[src/design/lds_pkg.sv]
// Package for the linear Diophantine solver: widths, codes, sequencer states.
package lds_pkg;
	localparam int unsigned LDS_WIDTH = 32;

	typedef enum logic [1:0] {
		ST_OK     = 2'd0,
		ST_ZERO   = 2'd1,
		ST_NOSOL  = 2'd2
	} status_t;

	typedef enum logic [3:0] {
		S_IDLE,
		S_EUC_DIV,
		S_EUC_UPD,
		S_CHK_DIV,
		S_K_DIV,
		S_V_MUL,
		S_V_DIV,
		S_X_MUL,
		S_Y_MUL,
		S_XS_DIV,
		S_YS_DIV,
		S_OUT
	} state_t;
endpackage

[src/design/lds_div.sv]
// Shared restoring divider on magnitudes, one quotient bit per cycle.
module lds_div import lds_pkg::*; #(
	parameter int unsigned N = 66
) (
	input  logic         clk,
	input  logic         arst_n,
	input  logic         start,
	input  logic [N-1:0] num,
	input  logic [N-1:0] den,
	output logic         done,
	output logic [N-1:0] quo,
	output logic [N-1:0] rem
);
	localparam int unsigned CW = $clog2(N + 1);
	logic [N-1:0] q_q, r_q, d_q;
	logic [CW-1:0] cnt_q;
	logic busy_q;
	logic [N:0] trial;

	assign trial = {r_q, q_q[N-1]} - {1'b0, d_q};
	assign quo = q_q;
	assign rem = r_q;

	always_ff @(posedge clk or negedge arst_n) begin
		if (!arst_n) begin
			busy_q <= 1'b0;
			done <= 1'b0;
			cnt_q <= '0;
		end else begin
			done <= 1'b0;
			if (start) begin
				busy_q <= 1'b1;
				cnt_q <= CW'(N);
			end else if (busy_q) begin
				cnt_q <= cnt_q - 1'b1;
				if (cnt_q == CW'(1)) begin
					busy_q <= 1'b0;
					done <= 1'b1;
				end
			end
		end
	end

	always_ff @(posedge clk) begin
		if (start) begin
			q_q <= num;
			r_q <= '0;
			d_q <= den;
		end else if (busy_q) begin
			if (!trial[N]) begin
				r_q <= trial[N-1:0];
				q_q <= {q_q[N-2:0], 1'b1};
			end else begin
				r_q <= {r_q[N-2:0], q_q[N-1]};
				q_q <= {q_q[N-2:0], 1'b0};
			end
		end
	end
endmodule

[config.mk]
export PLATFORM = sky130hd
export DESIGN_NAME = lds_div
export DESIGN_NICKNAME = d
export VERILOG_FILES = /design/src/design/lds_pkg.sv /design/src/design/lds_div.sv
export SDC_FILE = /design/constraint.sdc
export NUM_CORES = 1
export LEC_CHECK = 0
export BUFFER_PORTS_ARGS = -buffer_cell sky130_fd_sc_hd__buf_2
export CAP_MARGIN = 20
export CORE_MARGIN = 1.5
export CORE_UTILIZATION = 41
export CTS_CLUSTER_SIZE = 40
export DETAILED_ROUTE_END_ITERATION = 7
export PLACE_DENSITY = 0.66
export SYNTH_ARGS = -nofsm -noshare
export SYNTH_HDL_FRONTEND = slang
export SYNTH_SLANG_ARGS = --single-unit
[constraint.sdc]
create_clock -name clk -period 3.6 [get_ports clk]
set_input_delay 0.72 -clock clk [delete_from_list [all_inputs] [get_ports clk]]
set_output_delay 0.72 -clock clk [all_outputs]
set_load 0.005 [all_outputs]
# Word-level counts from Yosys, hierarchy flattened
# Index checks and enable logic that the tools add are counted.
[totals]
reg_bits = 207
latch_bits = 0
ram_bits = 0
mem_bits_ro = 0
in_bits = 135
out_inout_bits = 133
word_cells = 22
mem_count = 0
[classes]
n_addsub = 2
n_mul = 0
div_mod_pow = 0
n_lt_le_gt_ge = 0
eq_ne = 1
shifts = 0
n_mux = 12
bitwise_logic = 0
reduce_logical = 1
[ops]
columns = ["operator", "n"]
rows = [
  ["$mux 66", 3],
  ["$sub 67x66->67", 1],
  ["$mux 7", 2],
  ["$eq 7x1->1 const B", 1],
  ["$mux 1", 7],
  ["$sub 7x1->7 const B", 1],
  ["$reduce_bool 2->1", 1],
]

# Depth between registers and ports, before layout
[depth]
ltp_word = 4
depth_mapped = 16
ltp_nobuf = 14

# Least setup slack after synthesis
# Ideal clock, no wire load.
[synth_path]
path_type = "flip-flop to flip-flop"
start = "reg q_q[65] (netlist: quo[65])"
end = "reg r_q[16] (netlist: rem[16])"
setup_ps = 88
arrival_ps = 3353
required_ps = 3512
setup_slack_ps = 159
stages_incl_launch_ff = 17
n_path_buf = 2
period_less_slack_ps = 3441
cell_sequence = "edfxtp_1 > inv_1 > ha_1 > inv_1 > fa_1 > a21o_1 > a221oi_4 > nor2_2 > o311a_1 > o2111ai_1 > and3b_4 > o311a_4 > xor2_2 > buf_6 > buf_2 > nand2_1 > a311oi_2"
[synth_via]
elab_chain_len = 2
[synth_lines]
columns = ["element", "line_no", "source"]
rows = [
  ["from (decl)", "lds_div.sv:15", "logic [N-1:0] q_q, r_q, d_q;"],
  ["from (signal assigned)", "lds_div.sv:46", "q_q <= num;"],
  ["from (signal assigned)", "lds_div.sv:52", "q_q <= {q_q[N-2:0], 1'b1};"],
  ["from (signal assigned)", "lds_div.sv:55", "q_q <= {q_q[N-2:0], 1'b0};"],
  ["$sub 67x66->67", "lds_div.sv:20", "assign trial = {r_q, q_q[N-1]} - {1'b0, d_q};"],
  ["$mux 66", "lds_div.sv:50", "if (!trial[N]) begin"],
  ["to (signal assigned)", "lds_div.sv:51", "r_q <= trial[N-1:0];"],
  ["to (signal assigned)", "lds_div.sv:54", "r_q <= {r_q[N-2:0], q_q[N-1]};"],
  ["to (decl)", "lds_div.sv:15", ""],
]
# Every way passes these cells.
# A chain may end at the register's enable or synchronous reset.

# Worst setup path after layout
[layout_path]
start = "reg q_q[65] (netlist: quo[65])"
end = "reg r_q[3] (netlist: rem[3])"
# The elaborated chain is that of the path after synthesis.

==> results.cfg <==
[worst_setup_path]
cp_num_cells = 17
slowest_stage = edfxtp_1
crit_path_start_kind = register
r2r-start = quo[65]$_DFFE_PP_
critical_path.startpoint = quo[65]$_DFFE_PP_
critPathArrivalTime_ns = 4.12
crit_buf_inv = 5
crit_required_ns = 4.06
reg2reg_setup_slack_ns = -0.07
regToRegEndpoint = rem[3]$_SDFFE_PP0P_
cp_cell_sequence = inv_2, ha_4, inv_2, fa_2, a21o_1, a221oi_4, nor2_2, o311a_1, o2111ai_2, and3b_4, o311a_4, buf_6, xnor2_4, buf_12, clkbuf_16, nand2_1, a311oi_1
worst_path_most_repeated_cell = inv_2
path_class = reg -> reg
crit_family = compound AO/OA/AOI/OAI gates
critPathMaxStageDelay_ns = 0.40
crit_end = rem[3]$_SDFFE_PP0P_
end_kind = register
path_max_fanout = 13
r2r_cells = 17

[detailed_routing]
via_count = 11200
drc = 0
drt-initial-drc-count = 731
postRouteAntennaNets = 0
routedWlPerCell_microns = 18.6
vias_per_cell = 5.57
firstDrtPassIters = 8
wl_mm = 37.4

[layout]
regArea_sq_um = 5510
n_fill_cell = 2755
multi_input_area_sq_um = 6780
final_util_pct = 52.9
area_delta_synth_final_pct = 27.7
drive_gt1_share_pct = 33.4
fin_area_sq_um = 16100
final_nets = 1800
instances_no_fill = 2012

[sta]
rsz0062_at_grt = yes
fin_skew_ns = 0.0158
setup_violations = 32
setup_slack_ns = -0.0664
finalCritPeriodShare_pct = 102
slew_viol_final = 0
max_slew_margin_pct = 51.6
max_freq_ghz = 0.273
period_minus_slack_ns = 3.67
hold_viol = 0
worst_pin_slew_ns = 0.725

[grt]
overflow = 0
grt_pass1_vias = 10800
grt_max_degree = 69
track_usage_pct = 22.4
grt_pass1_wl_mm = 56.2
antenna_found_initial = 3

[placed_design]
place_area_sq_um = 14600
place_inst = 1947
gp_congestion = 0.907
port_buffers = 267
dp_hpwl_mm = 26.8
place_ws_ns = -0.198

[logic_synthesis]
yosysSeqAreaShare_pct = 43.7
yosys-top-cells-area = edfxtp_1, dfxtp_1, ha_1
synth_seq_cells = 207
synthFlopType = edfxtp_1
mappedNetlistArea_sq_um = 12600
synth_edf_count = 132
yosysWarnings = 0
synth_top_area_share_pct = 31.4
async_flop_share_pct = 4.35
syn-num-nets = 1517
ys_types = 75
synthCells = 1313
yosysTopAreaCell = edfxtp_1
postSynthAreaPerCell_sq_um = 9.60

[clock_tree]
cts.htree.levels = 1
worstSkewPairLatency_ns = 0.56
cts_buffers = 25
tritoncts = yes
clock-sinks = 207
clockBufferDepth = 3
root_buffer = clkbuf_16
cts.clk_slew.worst_paths_ns = 0.06

[hold_path]
hold_class = in -> async

[floorplanning]
io_pins = 268
dieArea_sq_um = 31800
core_sq_um = 30400
fp.dieW_microns = 178
row_count = 64
die_h_microns = 178
start_util_pct = 41.4

[outcome]
outcome = finished with violations
violations = negative setup slack

[power_and_ir_drop]
power_leakage_uw = 0.00715
finalPower_uw = 6270
max-vdd-ir-drop_v = 0.000321
p_per_area_nw_per_um2 = 389

[flow_run]
cap_violations = 0
==> cells by family after synthesis <==
group           count (synthesis)  share of synthesized area [%]
mux                            68                           6.05
fa+ha+maj                      69                           6.91
compound gates                313                           17.8
flops                         207                           43.7
xor+xnor                       63                           4.50
simple gates                  418                           15.4
buf+inv                       175                           5.69
==> flip-flops by register name (all words and copies together), names as in the netlist <==
register and flops:
d_q 66, quo 66, rem 66, cnt_q 7, busy_q 1, done 1
==> per-layer routing <==
layer,routed length (microns),global-route usage (%)
met2,18600,40.0
met5,26,0
met4,1090,7.95
met3,2800,5.01
met1,14800,26.3
==> cells in the mapped netlist, types with 6 or more instances <==
| library cell | number |
|---|---|
| o21a_1 | 9 |
| a21o_1 | 22 |
| buf_2 | 6 |
| nand3_1 | 37 |
| a311oi_1 | 24 |
| a211oi_1 | 7 |
| o311ai_1 | 7 |
| xnor2_1 | 38 |
| nand2b_1 | 9 |
| inv_1 | 92 |
| nand2_1 | 168 |
| a21oi_1 | 92 |
| o31ai_1 | 7 |
| o211ai_1 | 6 |
| mux2_2 | 65 |
| nor3_1 | 16 |
| nor3b_1 | 7 |
| xor2_1 | 23 |
| ha_1 | 68 |
| o21ai_1 | 6 |
| or3_1 | 8 |
| dfrtp_1 | 9 |
| a311oi_2 | 20 |
| edfxtp_1 | 132 |
| o21bai_1 | 12 |
| a31oi_1 | 9 |
| nor4_1 | 8 |
| clkbuf_1 | 67 |
| and3_1 | 8 |
| nand4_1 | 29 |
| o21ai_0 | 50 |
| nor2b_1 | 8 |
| dfxtp_1 | 66 |
| buf_6 | 6 |
| nor2_1 | 96 |
==> per-stage QoR <==
step                      setup TNS [ns]  hold slack, ns
after CTS                          -1.51        0.000866
after global routing               -6.97          0.0212
after global placement            -0.253           0.490
after floorplan                        0           0.424
final                             -0.761          0.0121
after detailed placement           -5.75           0.496
==> report_power, final <==
group	total (uW)	switching [uW]	internal (uW)
sequential	2820	101	2720
combinational	974	536	437
clock	2470	1050	1430
total	6270	1680	4590
==> cell type report <==
cell class / count / share of cell area [%]
antenna: 1 / 0.0155
clock buffer: 37 / 4.35
clock inverter: 9 / 0.583
inverter: 92 / 2.15
multi-input combinational: 931 / 42.1
sequential: 207 / 34.3
tap: 396 / 3.08
timing repair buffer: 339 / 13.5
==> worst min path at each step <==
stage	from	end
final	arst_n	done$_DFF_PN0_
after global routing	arst_n	done$_DFF_PN0_
after CTS	arst_n	done$_DFF_PN0_
after detailed placement	rem[60]$_SDFFE_PP0P_	rem[60]$_SDFFE_PP0P_
after global placement	rem[60]$_SDFFE_PP0P_	rem[60]$_SDFFE_PP0P_
after floorplan	arst_n	busy_q$_DFF_PN0_
==> what timing repair did <==
| item | in CTS | in global routing |
|---|---|---|
| endpoints found under the setup margin | 61 | 66 |
| buffers inserted | 12 | 3 |
| resized for setup | 22 | 84 |
| cloned | 4 | 4 |
| endpoints found under the hold margin | 0 | 0 |
| pin swaps | 21 | 36 |
| hold buffers | 0 | 0 |
==> layout by cell type (no fill, tap or decap), types with 50 or more instances in the layout <==
master | Yosys | layout
inv_1 | 92 | 89
buf_2 | 6 | 266
nand2_1 | 168 | 141
edfxtp_1 | 132 | 132
ha_1 | 68 | 66
mux2_2 | 65 | 65
buf_4 | 2 | 50
dfxtp_1 | 66 | 66
nor2_1 | 96 | 96
a21oi_1 | 92 | 91
(Power assumes the default switching activity.)
